`config.mk`:
```
export PLATFORM = sky130hd
export DESIGN_NAME = pulse_gesture_classifier
export DESIGN_NICKNAME = d
export VERILOG_FILES = /design/src/rtl/core/pgc_pkg.sv /design/src/rtl/core/pgc_classify.sv /design/src/rtl/core/pgc_position.sv /design/src/rtl/core/pulse_gesture_classifier.sv
export VERILOG_INCLUDE_DIRS = /design/src /design/src/rtl/core
export SDC_FILE = /design/constraint.sdc
export NUM_CORES = 1
export LEC_CHECK = 0
export BUFFER_PORTS_ARGS = -buffer_cell sky130_fd_sc_hd__buf_2
export CORE_MARGIN = 4
export CORE_UTILIZATION = 65
export DETAILED_ROUTE_END_ITERATION = 16
export PLACE_DENSITY = 0.81
export SKIP_LAST_GASP = 1
export SYNTH_ARGS = -nofsm -noshare
export SYNTH_HDL_FRONTEND = slang
export SYNTH_SLANG_ARGS = --single-unit
```
`constraint.sdc`:
```
create_clock -name clk_i -period 15.1 [get_ports clk_i]
set_clock_uncertainty 0.15 [all_clocks]
set_input_delay 2.265 -clock clk_i [delete_from_list [all_inputs] [get_ports clk_i]]
set_output_delay 2.265 -clock clk_i [all_outputs]
set_load 0.05 [all_outputs]
```
`src/rtl/core/assert_macros.svh`:
```
// Assertion macros shared by the pulse gesture classifier RTL.
`ifndef ASSERT_MACROS_SVH
`define ASSERT_MACROS_SVH

// Checks a condition at every clock edge outside of reset.
`define PGC_ASSERT(lbl, cond, msg) \
  lbl: assert property (@(posedge clk_i) disable iff (!rst_ni) (cond)) else $error(msg);

// Checks that a consequent holds in the cycle after an antecedent.
`define PGC_ASSERT_NEXT(lbl, ante, cons, msg) \
  lbl: assert property (@(posedge clk_i) disable iff (!rst_ni) (ante) |=> (cons)) \
    else $error(msg);

`endif

```
`src/rtl/core/pgc_pkg.sv`:
```
// Package with the types, codes and reset values of the pulse gesture classifier.
package pgc_pkg;

  // Default width of one encoder count.
  localparam int unsigned COUNT_WIDTH_DEF = 8;

  // Register reset values.
  localparam logic [7:0] FAST_THR_RST  = 8'd80;
  localparam logic [7:0] MED_THR_RST   = 8'd50;
  localparam logic [7:0] SLOW_STEP_RST = 8'd1;
  localparam logic [7:0] FAST_STEP_RST = 8'd15;
  localparam logic [7:0] POS_MOD_RST   = 8'd60;

  // Tally limits and the hit count ceiling.
  localparam logic signed [7:0] TALLY_MAX = 8'sd127;
  localparam logic signed [7:0] TALLY_MIN = -8'sd128;
  localparam logic [1:0]        HITS_MAX  = 2'd3;
  localparam logic [1:0]        HITS_FAST = 2'd2;

  typedef enum logic [1:0] {
    MODE_IDLE     = 2'd0,
    MODE_DEBOUNCE = 2'd1,
    MODE_FAST     = 2'd2,
    MODE_SLOW     = 2'd3
  } mode_e;

  typedef enum logic [1:0] {
    EV_NONE = 2'd0,
    EV_SLOW = 2'd1,
    EV_FAST = 2'd2
  } ev_e;

  typedef enum logic [2:0] {
    REG_FAST_THR  = 3'd0,
    REG_MED_THR   = 3'd1,
    REG_SLOW_STEP = 3'd2,
    REG_FAST_STEP = 3'd3,
    REG_POS_MOD   = 3'd4
  } reg_idx_e;

  // Configuration register file.
  typedef struct packed {
    logic [7:0] fast_thr;
    logic [7:0] med_thr;
    logic [7:0] slow_step;
    logic [7:0] fast_step;
    logic [7:0] pos_mod;
  } pgc_cfg_t;

  // Classifier result for one window.
  typedef struct packed {
    mode_e             mode;
    logic [1:0]        hits;
    logic signed [7:0] tally;
    logic              dir_up;
    ev_e               ev;
    logic [7:0]        mag;
  } pgc_cls_t;

endpackage

```
`src/rtl/core/pgc_classify.sv`:
```
// Magnitude, direction tally and pulse classifier state machine for one window.
module pgc_classify #(
  parameter int unsigned COUNT_WIDTH = pgc_pkg::COUNT_WIDTH_DEF
) (
  input  logic [COUNT_WIDTH-1:0] cnt_pos_i,
  input  logic [COUNT_WIDTH-1:0] cnt_neg_i,
  input  pgc_pkg::mode_e         mode_i,
  input  logic [1:0]             hits_i,
  input  logic signed [7:0]      tally_i,
  input  pgc_pkg::pgc_cfg_t      cfg_i,
  output pgc_pkg::pgc_cls_t      cls_o
);
  import pgc_pkg::*;

  localparam int unsigned CmpW = (COUNT_WIDTH > 8) ? COUNT_WIDTH : 8;

  logic [COUNT_WIDTH-1:0] mag;
  logic [CmpW-1:0]        mag_ext;
  logic                   any_cnt;
  logic                   fwd;
  logic                   gt_fast;
  logic                   gt_med;
  logic                   nz;
  logic [1:0]             hits_inc;
  logic signed [7:0]      tally_upd;
  mode_e                  mode_d;
  logic [1:0]             hits_d;
  ev_e                    ev;

  // Net magnitude and the direction of this window.
  assign any_cnt = (cnt_pos_i != '0) || (cnt_neg_i != '0);
  assign fwd     = cnt_pos_i > cnt_neg_i;
  assign mag     = fwd ? (cnt_pos_i - cnt_neg_i) : (cnt_neg_i - cnt_pos_i);
  assign mag_ext = CmpW'(mag);
  assign gt_fast = mag_ext > CmpW'(cfg_i.fast_thr);
  assign gt_med  = mag_ext > CmpW'(cfg_i.med_thr);
  assign nz      = mag != '0;

  // Saturating direction tally; equal nonzero counts still count down.
  always_comb begin
    tally_upd = tally_i;
    if (any_cnt) begin
      if (fwd) begin
        if (tally_i != TALLY_MAX) tally_upd = tally_i + 8'sd1;
      end else begin
        if (tally_i != TALLY_MIN) tally_upd = tally_i - 8'sd1;
      end
    end
  end

  assign hits_inc = (hits_i == HITS_MAX) ? HITS_MAX : hits_i + 2'd1;

  // Next mode, hit count and event.
  always_comb begin
    mode_d = mode_i;
    hits_d = hits_i;
    ev     = EV_NONE;
    unique case (mode_i)
      MODE_IDLE: begin
        if (gt_fast) begin
          mode_d = MODE_FAST;
        end else if (nz) begin
          if (gt_med) hits_d = hits_inc;
          mode_d = MODE_DEBOUNCE;
        end
      end
      MODE_DEBOUNCE: begin
        if (gt_fast) begin
          mode_d = MODE_FAST;
        end else if (nz) begin
          if (gt_med) begin
            hits_d = hits_inc;
            mode_d = (hits_inc >= HITS_FAST) ? MODE_FAST : MODE_SLOW;
          end else begin
            hits_d = 2'd0;
            mode_d = MODE_SLOW;
          end
        end else begin
          mode_d = MODE_IDLE;
        end
      end
      MODE_SLOW: begin
        if (gt_fast) begin
          mode_d = MODE_FAST;
        end else if (gt_med) begin
          hits_d = hits_inc;
          if (hits_inc >= HITS_FAST) mode_d = MODE_FAST;
        end else if (nz) begin
          hits_d = 2'd0;
        end else begin
          ev     = EV_SLOW;
          mode_d = MODE_IDLE;
        end
      end
      default: begin
        if (!nz) begin
          ev     = EV_FAST;
          mode_d = MODE_IDLE;
        end
      end
    endcase
  end

  // An event clears the tally and the hit count.
  always_comb begin
    cls_o.mode   = mode_d;
    cls_o.hits   = (ev != EV_NONE) ? 2'd0 : hits_d;
    cls_o.tally  = (ev != EV_NONE) ? 8'sd0 : tally_upd;
    cls_o.dir_up = tally_upd > 8'sd0;
    cls_o.ev     = ev;
    cls_o.mag    = (mag_ext > CmpW'(8'hFF)) ? 8'hFF : mag_ext[7:0];
  end

endmodule

```
`src/rtl/core/pgc_position.sv`:
```
// Position update by the slow or fast step with a single modulus wrap.
module pgc_position (
  input  logic [7:0]        pos_i,
  input  pgc_pkg::ev_e      ev_i,
  input  logic              dir_up_i,
  input  pgc_pkg::pgc_cfg_t cfg_i,
  output logic [7:0]        pos_o
);
  import pgc_pkg::*;

  logic [7:0]        step;
  logic signed [9:0] pos_s;
  logic signed [9:0] step_s;
  logic signed [9:0] mod_s;
  logic signed [9:0] p_raw;
  logic signed [9:0] p_wrap;

  assign step   = (ev_i == EV_SLOW) ? cfg_i.slow_step : cfg_i.fast_step;
  assign pos_s  = signed'({2'b00, pos_i});
  assign step_s = signed'({2'b00, step});
  assign mod_s  = signed'({2'b00, cfg_i.pos_mod});
  assign p_raw  = dir_up_i ? (pos_s + step_s) : (pos_s - step_s);

  // Wrap at most once into the modulus range.
  always_comb begin
    if (p_raw < 10'sd0) begin
      p_wrap = p_raw + mod_s;
    end else if (p_raw >= mod_s) begin
      p_wrap = p_raw - mod_s;
    end else begin
      p_wrap = p_raw;
    end
  end

  assign pos_o = (ev_i != EV_NONE) ? p_wrap[7:0] : pos_i;

endmodule

```
`src/rtl/core/pulse_gesture_classifier.sv`:
```
// Top level of the pulse gesture classifier with stream ports and register file.
//
// The block takes one window of forward and backward encoder counts per item
// and returns one result item per window: the event kind, the position after
// the window and the saturated net magnitude. It accepts one item every clock
// cycle while the result stream does not stall. An item is captured in an
// input register, then the classifier and position update run as one
// combinational pass into the result register, where the state registers
// are updated too. A stalled result holds in the result register while one
// more item waits in the input register. Registers are to be written by the
// user through the plain write port while no item is in flight; the block does not enforce it.
`include "assert_macros.svh"

module pulse_gesture_classifier #(
  parameter int unsigned COUNT_WIDTH = pgc_pkg::COUNT_WIDTH_DEF,
  localparam int unsigned InW        = ((2 * COUNT_WIDTH + 7) / 8) * 8
) (
  input  logic           clk_i,
  input  logic           rst_ni,
  // Configuration write port.
  input  logic           cfg_we_i,
  input  logic [2:0]     cfg_idx_i,
  input  logic [7:0]     cfg_wdata_i,
  // Input stream.
  input  logic           s_axis_tvalid,
  output logic           s_axis_tready,
  input  logic [InW-1:0] s_axis_tdata,  // counts_negative, counts_positive
  // Result stream.
  output logic           m_axis_tvalid,
  input  logic           m_axis_tready,
  output logic [15:0]    m_axis_tdata,  // magnitude_out, position_out
  output logic [1:0]     m_axis_tuser   // event_kind
);
  import pgc_pkg::*;

  pgc_cfg_t               cfg_q;
  logic                   in_v_q;
  logic [COUNT_WIDTH-1:0] cp_q;
  logic [COUNT_WIDTH-1:0] cn_q;
  logic                   out_v_q;
  ev_e                    ev_q;
  logic [7:0]             mag_q;
  mode_e                  mode_q;
  logic [1:0]             hits_q;
  logic signed [7:0]      tally_q;
  logic [7:0]             pos_q;
  logic [7:0]             pos_d;
  pgc_cls_t               cls;
  logic                   out_ready;
  logic                   advance;
  logic                   in_load;

  // Handshake between the input register and the result register.
  assign out_ready     = !out_v_q || m_axis_tready;
  assign advance       = in_v_q && out_ready;
  assign s_axis_tready = !in_v_q || out_ready;
  assign in_load       = s_axis_tvalid && s_axis_tready;

  // Configuration registers.
  always_ff @(posedge clk_i or negedge rst_ni) begin
    if (!rst_ni) begin
      cfg_q.fast_thr  <= FAST_THR_RST;
      cfg_q.med_thr   <= MED_THR_RST;
      cfg_q.slow_step <= SLOW_STEP_RST;
      cfg_q.fast_step <= FAST_STEP_RST;
      cfg_q.pos_mod   <= POS_MOD_RST;
    end else if (cfg_we_i) begin
      unique case (reg_idx_e'(cfg_idx_i))
        REG_FAST_THR:  cfg_q.fast_thr  <= cfg_wdata_i;
        REG_MED_THR:   cfg_q.med_thr   <= cfg_wdata_i;
        REG_SLOW_STEP: cfg_q.slow_step <= cfg_wdata_i;
        REG_FAST_STEP: cfg_q.fast_step <= cfg_wdata_i;
        REG_POS_MOD:   cfg_q.pos_mod   <= cfg_wdata_i;
        default: ;
      endcase
    end
  end

  // Input register valid flag.
  always_ff @(posedge clk_i or negedge rst_ni) begin
    if (!rst_ni) begin
      in_v_q <= 1'b0;
    end else if (in_load) begin
      in_v_q <= 1'b1;
    end else if (advance) begin
      in_v_q <= 1'b0;
    end
  end

  // Input register payload.
  always_ff @(posedge clk_i) begin
    if (in_load) begin
      cp_q <= s_axis_tdata[COUNT_WIDTH-1:0];
      cn_q <= s_axis_tdata[2*COUNT_WIDTH-1:COUNT_WIDTH];
    end
  end

  pgc_classify #(
    .COUNT_WIDTH(COUNT_WIDTH)
  ) u_classify (
    .cnt_pos_i(cp_q),
    .cnt_neg_i(cn_q),
    .mode_i   (mode_q),
    .hits_i   (hits_q),
    .tally_i  (tally_q),
    .cfg_i    (cfg_q),
    .cls_o    (cls)
  );

  pgc_position u_position (
    .pos_i   (pos_q),
    .ev_i    (cls.ev),
    .dir_up_i(cls.dir_up),
    .cfg_i   (cfg_q),
    .pos_o   (pos_d)
  );

  // Classifier state register and the other per-block state.
  always_ff @(posedge clk_i or negedge rst_ni) begin
    if (!rst_ni) begin
      mode_q  <= MODE_IDLE;
      hits_q  <= 2'd0;
      tally_q <= 8'sd0;
      pos_q   <= 8'd0;
    end else if (advance) begin
      mode_q  <= cls.mode;
      hits_q  <= cls.hits;
      tally_q <= cls.tally;
      pos_q   <= pos_d;
    end
  end

  // Result register valid flag.
  always_ff @(posedge clk_i or negedge rst_ni) begin
    if (!rst_ni) begin
      out_v_q <= 1'b0;
    end else if (advance) begin
      out_v_q <= 1'b1;
    end else if (m_axis_tready) begin
      out_v_q <= 1'b0;
    end
  end

  // Result register payload.
  always_ff @(posedge clk_i) begin
    if (advance) begin
      ev_q  <= cls.ev;
      mag_q <= cls.mag;
    end
  end

  assign m_axis_tvalid = out_v_q;
  assign m_axis_tdata  = {mag_q, pos_q};
  assign m_axis_tuser  = ev_q;

  // Assertions.
  `PGC_ASSERT(a_no_reserved_ev, !m_axis_tvalid || (m_axis_tuser != 2'b11), "reserved event kind")
  `PGC_ASSERT(a_full_stall, !(in_v_q && out_v_q && !m_axis_tready) || !s_axis_tready, "accept while full")
  `PGC_ASSERT_NEXT(a_ev_clears, advance && (cls.ev != EV_NONE), (tally_q == 8'sd0) && (hits_q == 2'd0) && (mode_q == MODE_IDLE), "event did not clear state")

endmodule
```
Word-level counts from Yosys, hierarchy flattened
Index checks and enable logic that the tools add are counted.

Register bits after elaboration: 88. Input port bits: 32. Output and inout port bits: 20. Logic and storage cells: 118.

Add/sub/neg operators: 9. $lt $le $gt $ge: 8. Equal/unequal tests: 19. Muxes and demuxes: 42. Reductions and logical operators: 25.

Operator list (number): $mux 8 (9); $mux 2 (23); $gt 8x8->1 (3); $reduce_bool 8->1 (3); $sub 8x8->8 (3); $ne 8x8->1 const B (2); $ne 3x1->1 const B (4); $pmux 2 s3 (2); $reduce_and 2->1 (6); $ge 10x9->1 (1); $lt 10x1->1 const B (1); $mux 10 (1); $add 8x8->9 (1); $ne 3x3->1 const B (3); $reduce_and 9->1 (1); $sub 8x8->9 (1); $add 8x2->8 const B (1); $add 8x8->8 (1); $gt 8x1->1 const B (1); $gt 8x8->1 const B (1); $sub 8x2->8 const B (1); $eq 3x2->1 const B (2); $mux 1 (6); $reduce_bool 2->1 (3); other kinds (17) (23).

Logic depth before layout (Yosys ltp)
Gate-level depths: netlist of the first run.

Depth in word-level cells: 14. Depth in mapped cells: 40. Gate-level depth less buffers: 39.

Modules after synthesis
Synthesis of the first run repeated with hierarchy kept, for this count alone.

Cells, all modules: 736. Area, all modules: 7125.6 µm².

By module, submodules not included: pulse_gesture_classifier (times used 1, cells each 165, area each 3156.8 µm²); pgc_classify (times used 1, cells each 307, area each 2048.2 µm²); pgc_position (times used 1, cells each 264, area each 1920.6 µm²).

Worst setup path before layout of the first run
OpenSTA, ideal clock, no wires.

Kind: register to register. Start point: reg cp_q[0]. End point: reg pos_q[2]. Setup time: 0.095 ns. Data arrival time: 7.442 ns. Path slack: 7.412 ns. Stages on the path, launching flop included: 39. Period minus slack after synthesis: 7.688 ns. Cell sequence: edfxtp_1 > inv_1 > ha_1 > inv_1 > fa_1 > nand3_1 > a21oi_1 > o21ai_2 > buf_6 > mux2_2 > and2_2 > a211oi_2 > ha_1 > nand2_1 > o21ai_0 > o22ai_1 > nand2_1 > inv_1 > [... 3 more ...] > fa_1 > nor2b_1 > o21ai_0 > a21boi_0 > nor2_1 > mux2_2 > ha_1 > clkbuf_1 > o21ai_0 > o21bai_1 > a21oi_1 > a31oi_1 > or3_1 > nand2_1 > o21bai_1 > nor2_1 > o41a_1 > o31ai_1.

Word-level cells in the longest chain between the ends: 14. Elaborated cells on any way between the ends: 30.

Ends and longest elaborated chain: start: declaration (line pulse_gesture_classifier.sv:38) `logic [COUNT_WIDTH-1:0] cp_q;`; start signal: assignment (line pulse_gesture_classifier.sv:93) `cp_q <= s_axis_tdata[COUNT_WIDTH-1:0];`; $sub 8x8->8 / $gt 8x8->1 (equally long branches) (line pgc_classify.sv:33, pgc_classify.sv:32); $mux 8 (*) (line pgc_classify.sv:33) `assign mag = fwd ? (cnt_pos_i - cnt_neg_i) : (cnt_neg_i - cnt_pos_i);`; net u_classify.mag[6] (line pgc_classify.sv:17) `logic [COUNT_WIDTH-1:0] mag;`; parallel branches: the longest is 4 deep, another holds $gt 8x8->1; $pmux 2 s2 (*) (line pgc_classify.sv:58) `unique case (mode_i)`; $eq 2x1->1 (line pgc_position.sv:18) `assign step = (ev_i == EV_SLOW) ? cfg_i.slow_step : cfg_i.fast_step;`; $mux 8 (line pgc_position.sv:18); $sub 8x8->9 / $add 8x8->9 (equally long branches) (line pgc_position.sv:22) `assign p_raw = dir_up_i ? (pos_s + step_s) : (pos_s - step_s);`; $mux 10 (line pgc_position.sv:22); $sub 8x8->8 / $ge 10x9->1 (equally long branches) (line pgc_position.sv:29, pgc_position.sv:28); $mux 8 (line pgc_position.sv:28) `end else if (p_raw >= mod_s) begin`; $mux 8 (line pgc_position.sv:26) `if (p_raw < 10'sd0) begin`; end signal: assignment (line pulse_gesture_classifier.sv:129) `pos_q <= pos_d;`; end: declaration (line pulse_gesture_classifier.sv:46) `logic [7:0] pos_q;`.

Mark *: on every way through the listed nets, which the timed path passes. A chain may end at the register's enable or synchronous reset.

Worst setup path in the final report of the first run
Same ends and word-level chain as after synthesis.

==> results of run 1 <==
logic make-up (layout without fill, tap and decap cells):
group	count (synthesis)	in the layout	synth area share [%]
buffers and inverters	97	140	5.78
XOR/XNOR	23	23	2.96
adder cells (fa/ha/maj)	74	74	14.2
multiplexers	48	48	7.82
flip-flops	88	88	34.5
AO/OA/AOI/OAI	188	188	17.7
AND/OR/NAND/NOR	226	226	17.1
per-stage QoR:
step	area, µm²	setup WS [ns]
6_report	7330	6.01
2_1_floorplan	6820	7.41
3_5_place_dp	7140	6.25
4_1_cts	7330	6.15
3_3_place_gp	7140	6.55
5_1_grt	7330	5.34
layout make-up:
type,count,share of cell area [%]
multi-input cells,559,55.6
flip-flops and latches,88,32.1
repair buffers,55,3.89
inverters,69,3.53
well taps,136,2.32
clock buffers,10,1.88
clock inverters,6,0.666
synthesized netlist by cell type, types with 2 or more instances:
master / count / area, µm²
o21bai_1: 6 / 45.0
buf_2: 3 / 15.0
o22ai_1: 9 / 56.3
nor3_1: 15 / 75.1
and3_1: 5 / 31.3
a31oi_1: 11 / 68.8
o21ai_0: 54 / 270
buf_6: 3 / 33.8
or3_1: 3 / 18.8
nor2_1: 45 / 169
nand2b_1: 8 / 50.1
nand2_1: 78 / 293
inv_1: 69 / 259
ha_1: 68 / 851
and2_1: 5 / 31.3
nand3_1: 15 / 75.1
o31a_1: 2 / 17.5
a21o_1: 5 / 37.5
a311oi_1: 2 / 17.5
o21ai_2: 2 / 17.5
o31ai_1: 6 / 45.0
a21oi_1: 42 / 210
nor3b_1: 3 / 22.5
a22oi_1: 3 / 22.5
dfstp_2: 14 / 368
nor4_1: 8 / 50.1
fa_1: 6 / 120
nor4b_1: 2 / 17.5
a211oi_1: 5 / 37.5
edfxtp_1: 26 / 781
o21a_1: 5 / 37.5
o221a_2: 3 / 33.8
mux2i_1: 15 / 150
nor2b_1: 9 / 56.3
nand3b_1: 5 / 37.5
clkbuf_1: 21 / 78.8
nand4_1: 10 / 62.6
and4_1: 3 / 26.3
xnor2_1: 15 / 131
mux2_2: 32 / 360
dfrtp_1: 48 / 1200
o211ai_1: 9 / 67.6
a21boi_0: 4 / 30.0
xor2_1: 8 / 70.1
metal layers:
metal / track usage (%) / vias up
li1: - / 2745
met1: 42.2 / 2786
met2: 46.4 / 194
met3: 3.20 / 28
met4: 8.09 / 0
met5: 0 / -
sequential cells by signal, indices dropped and copies added (netlist names):
register / cells
cfg_q: 40
cn_q: 8
cp_q: 8
mag_q: 8
pos_q: 8
tally_q: 8
hits_q: 2
m_axis_tuser: 2
mode_q: 2
in_v_q: 1
m_axis_tvalid: 1
power groups by stage:
stage               Sequential (µW)  Combinational (µW)  Clock (µW)
floorplan                       361                 675           0
global placement                360                 854           0
detailed placement              362                 866           0
CTS                             358                 873         163
global route                    366                 979         173
finish                          360                 885         161
worst max-delay path, delay by kind of cell (launching register included):
| kind | cells | cell delay [ns] |
|---|---|---|
| buf+inv | 3 | 0.25 |
| mux | 3 | 1.05 |
| flops | 1 | 0.43 |
| simple gates | 8 | 1.44 |
| xor+xnor | 1 | 0.56 |
| compound gates | 15 | 3.22 |
| fa+ha+maj | 6 | 1.90 |
final timing paths:
kind,start,end,slack (ns),depth (start not counted)
setup / recovery,cp_q[0]$_DFFE_PP_,pos_q[2]$_DFFE_PN0P_,6.01,36
hold / removal,cfg_q[14]$_DFFE_PN0P_,cfg_q[14]$_DFFE_PN0P_,0.37,1
setup reg to reg,cp_q[0]$_DFFE_PP_,pos_q[2]$_DFFE_PN0P_,6.01,36
hold reg to reg,cfg_q[14]$_DFFE_PN0P_,cfg_q[14]$_DFFE_PN0P_,0.37,1
max in group asynchronous,rst_ni,m_axis_tvalid$_DFFE_PN0P_,12.36,2
min in group asynchronous,rst_ni,pos_q[5]$_DFFE_PN0P_,1.91,2
==> results.yml, run 1 <==
power:
  power.total_uw: 1410
  switching_share_pct: 48.3
  powerDensity_mw_per_mm2: 192
  power_frac_comb_pct: 63.0
  power_frac_clock_pct: 11.4
  p_leak_uw: 0.00325
  switchingPower_uw: 678
  seq_power_share_pct: 25.6
  vdd_drop_max_mv: 0.0994
  p_int_uw: 727
global_routing:
  grt_pass1_vias: 5492
  gr-total-overflow: 0
  antenna_found_initial: 0
  grt_usage_pct: 29.1
  grt_pass1_wl_mm: 27.6
  grt_max_degree: 63
sta:
  max_freq_mhz: 110
  final_hold_viol_count: 0
  relSlewSlack_pct: 34.5
  tightest_slew_ns: 0.977
  finalWorstPathRequiredPeriod_ns: 9.09
  fin_tns_setup_ns: 0
  fin_crit_sh_pct: 60.2
  whs_ns: 0.368
  slew_violations: 0
  grt_setup_unrepaired: "no"
  setup_viol_count_final: 0
layout:
  syn_to_final_growth_pct: 7.51
  final_util_pct: 71.3
  final_common_cell: "nand2_1"
  diodes: 0
  mostFrequentLayoutCells: "78 x nand2_1, 69 x inv_1, 68 x ha_1"
  regArea_mm2: 0.00235
  layout.nets: 888
  multi_input_area_mm2: 0.00408
  final_cells: 923
  drive_gt1_share_pct: 17.5
  fill_cells: 817
die:
  fp.coreArea_mm2: 0.0103
  ios: 52
  die_area_mm2: 0.0122
  rows: 37
  die_w_um: 110
  die_h_um: 110
  initial_core_util_pct: 66.3
yosys:
  yosysWarnings: 0
  netlist_area_mm2: 0.00682
  synth_cell_types: 78
  synth_edf_count: 26
  synth_nets: 850
  ys_ff_latch: 88
  synth_ff_type: "dfrtp_1"
  netlist_instances: 744
  avgSynthCellArea_um2: 9.16
  yosysSeqAreaShare_pct: 34.5
  synth-async-reset-ratio_pct: 70.5
route:
  viasPerCell: 6.23
  drc: 0
  wire_per_inst_um: 18.1
  drt_pre_antenna_iters: 5
  vias: 5753
  postRouteAntennaNets: 0
  highest_layer: "met4"
  detail_route.iter0.violations: 515
  wl_met1_mm: 7.68
  route.met3.wl_um: 966
  wl_met2_mm: 7.84
  drt-total-wl_mm: 16.7
worst_setup_path:
  path_class: "flop to flop"
  max_stage_delay_ns: 0.61
  arrival_ns: 9.23
  cp.required_ns: 15.24
  cp_slowest_cell: "o21ai_2"
  cp_max_fo: 11
  cp-start-kind: "flop"
  crit_top_cell: "ha_1"
  crit_path_end_kind: "flop"
placement:
  hpwl_mm: 12.9
  dp.cells: 907
  io_buffers: 51
  place_congestion: 0.986
clock_network:
  cts_root_buf: "clkbuf_8"
  cts_setup_buffers: 0
  clk_pin_slew_ns: 0.10
  hold_buffers: 0
  clock_sinks: 88
  cts-resized-gates: 0
  clock_latency_ns: 0.37
  numCtsBuffers: 9
  tritoncts: "built"
  cts_max_path_buffers: 2
  htreeDepth: 3
run:
  drv_cap: 0
run_status:
  status: "finished clean"
min_path:
  hold_class: "flop to flop"
No activity file was read; power rests on OpenSTA's default activity.
==> inputs of run 2 (changes only) <==
--- a/config.mk
+++ b/config.mk
@@ -8,9 +8,9 @@
 export LEC_CHECK = 0
 export BUFFER_PORTS_ARGS = -buffer_cell sky130_fd_sc_hd__buf_2
 export CORE_MARGIN = 4
-export CORE_UTILIZATION = 65
+export CORE_UTILIZATION = 56
 export DETAILED_ROUTE_END_ITERATION = 16
-export PLACE_DENSITY = 0.81
+export PLACE_DENSITY = 0.74
 export SKIP_LAST_GASP = 1
 export SYNTH_ARGS = -nofsm -noshare
 export SYNTH_HDL_FRONTEND = slang
==> constraint.sdc (replaced) <==
create_clock -name clk_i -period 8.1 [get_ports clk_i]
set_clock_uncertainty 0.15 [all_clocks]
set_input_delay 1.215 -clock clk_i [delete_from_list [all_inputs] [get_ports clk_i]]
set_output_delay 1.215 -clock clk_i [all_outputs]
set_load 0.05 [all_outputs]
==> run 2 against run 1 <==
Net effect: setup slack worse by 5.6 ns; register-to-register slack got worse by 5.6 ns; via count rose by 0.45%; sequential share of layout area down 1.6 points; clock power rose by 150%; fmax increased by 18%; final cell count is 3.5% higher; core utilization down 6.8 points; largest power group unchanged.
==> results.yml, run 2 (same netlist as run 1, synthesis figures left out) <==
placement:
  place_congestion: 0.954
  dpl_cell_area_mm2: 0.00727
  hpwl_mm: 13.0
  pre_cts_ws_ns: 0.0953
  io_buffers: 51
sta:
  slew_violations: 0
  finalWorstPathRequiredPeriod_ns: 7.73
  fin_crit_sh_pct: 95.4
  relSlewSlack_pct: 46.2
  final_hold_viol_count: 0
  setup_ws_ns: 0.375
  max_freq_mhz: 129
  tightest_slew_ns: 0.807
  setup_viol_count_final: 0
worst_setup_path:
  cp.required_ns: 8.21
  crit_family: "compound AO/OA/AOI/OAI gates"
  crit_path_end_kind: "flop"
  max_stage_delay_ns: 0.54
  path_class: "flop to flop"
  cp-start-kind: "flop"
  cp_slowest_cell: "fa_2"
  cp_max_fo: 6
  path_buf_inv: 3
  arrival_ns: 7.83
route:
  drt-total-wl_mm: 17.0
  postRouteAntennaNets: 0
  detail_route.iter0.violations: 352
  vias: 5779
  wire_per_inst_um: 17.9
  drt_pre_antenna_iters: 6
  drc: 0
  viasPerCell: 6.05
die:
  die_h_um: 118
  initial_core_util_pct: 57.0
  die_area_mm2: 0.0140
  die_w_um: 118
  rows: 40
  fp.coreArea_mm2: 0.0120
  ios: 52
run:
  drv_cap: 0
clock_network:
  hold_buffers: 0
  htreeDepth: 3
  clk_pin_slew_ns: 0.06
  cts_max_path_buffers: 2
  clock_latency_ns: 0.36
  cts_root_buf: "clkbuf_16"
  clock_sinks: 88
  numCtsBuffers: 9
  tritoncts: "built"
layout:
  regMostFlops: "cfg_q"
  layout.nets: 909
  mostFrequentLayoutCells: "78 x nand2_1, 69 x inv_1, 66 x ha_1"
  syn_to_final_growth_pct: 13.1
  diodes: 0
  drive_gt1_share_pct: 22.0
  final_common_cell: "nand2_1"
  stdcell_area_mm2: 0.00771
  largest_reg_flops: 40
run_status:
  status: "finished clean"
min_path:
  hold_class: "flop to flop"
power:
  vdd_drop_max_mv: 0.175
  powerDensity_mw_per_mm2: 376
  p_leak_uw: 0.00344
  power.total_uw: 2900
global_routing:
  gr-total-overflow: 0
  grt_pass1_wl_mm: 28.0
  grt_usage_pct: 24.5
  antenna_found_initial: 0
  grt_pass1_vias: 5694
  grt_max_degree: 63
-- run 2: routing by layer --
layer	share of wire (%)	global-route usage [%]
met1	44	32.4
met3	4.6	3.68
met4	2.4	9.52
met2	49	40.5
met5	0	0
-- run 2: layout make-up --
type                       count  area, µm²
fill                         965       4250
multi-input combinational    559       4190
sequential                    88       2350
timing repair buffer          76        443
inverter                      69        259
clock buffer                  11        244
tap                          147        184
clock inverter                 5       37.5
-- run 2: timing repair --
action,CTS,global route
setup buffers,0,5
resized for setup,0,31
setup endpoints to repair,0,8
-- run 2: worst paths after layout --
path	from	end	slack [ns]	cells past startpoint
worst max-delay path	cp_q[5]$_DFFE_PP_	pos_q[5]$_DFFE_PN0P_	0.37	31
worst min-delay path	cfg_q[13]$_DFFE_PN0P_	cfg_q[13]$_DFFE_PN0P_	0.35	1
worst max register to register	cp_q[5]$_DFFE_PP_	pos_q[5]$_DFFE_PN0P_	0.37	31
worst min register to register	cfg_q[13]$_DFFE_PN0P_	cfg_q[13]$_DFFE_PN0P_	0.35	1
max in group asynchronous	rst_ni	cfg_q[18]$_DFFE_PN0P_	6.39	2
min in group asynchronous	rst_ni	pos_q[5]$_DFFE_PN0P_	0.87	2
-- run 2: report_power, final --
group | switching (µW) | internal (µW) | leakage, µW
logic | 1060 | 785 | 0.00231
clock network | 177 | 220 | 0.000144
registers | 102 | 562 | 0.000985
total | 1330 | 1570 | 0.00344
-- run 2: through the flow --
stage | setup TNS (ns) | hold WS (ns) | std cells | utilization [%]
global placement | 0 | 0.325 | 934 | 60.8
global route | -0.0970 | 0.372 | 955 | 64.4
finish | 0 | 0.353 | 955 | 64.4
floorplan | 0 | 0.307 | 744 | -
CTS | 0 | 0.352 | 950 | 63.1
detailed placement | 0 | 0.338 | 934 | 60.8
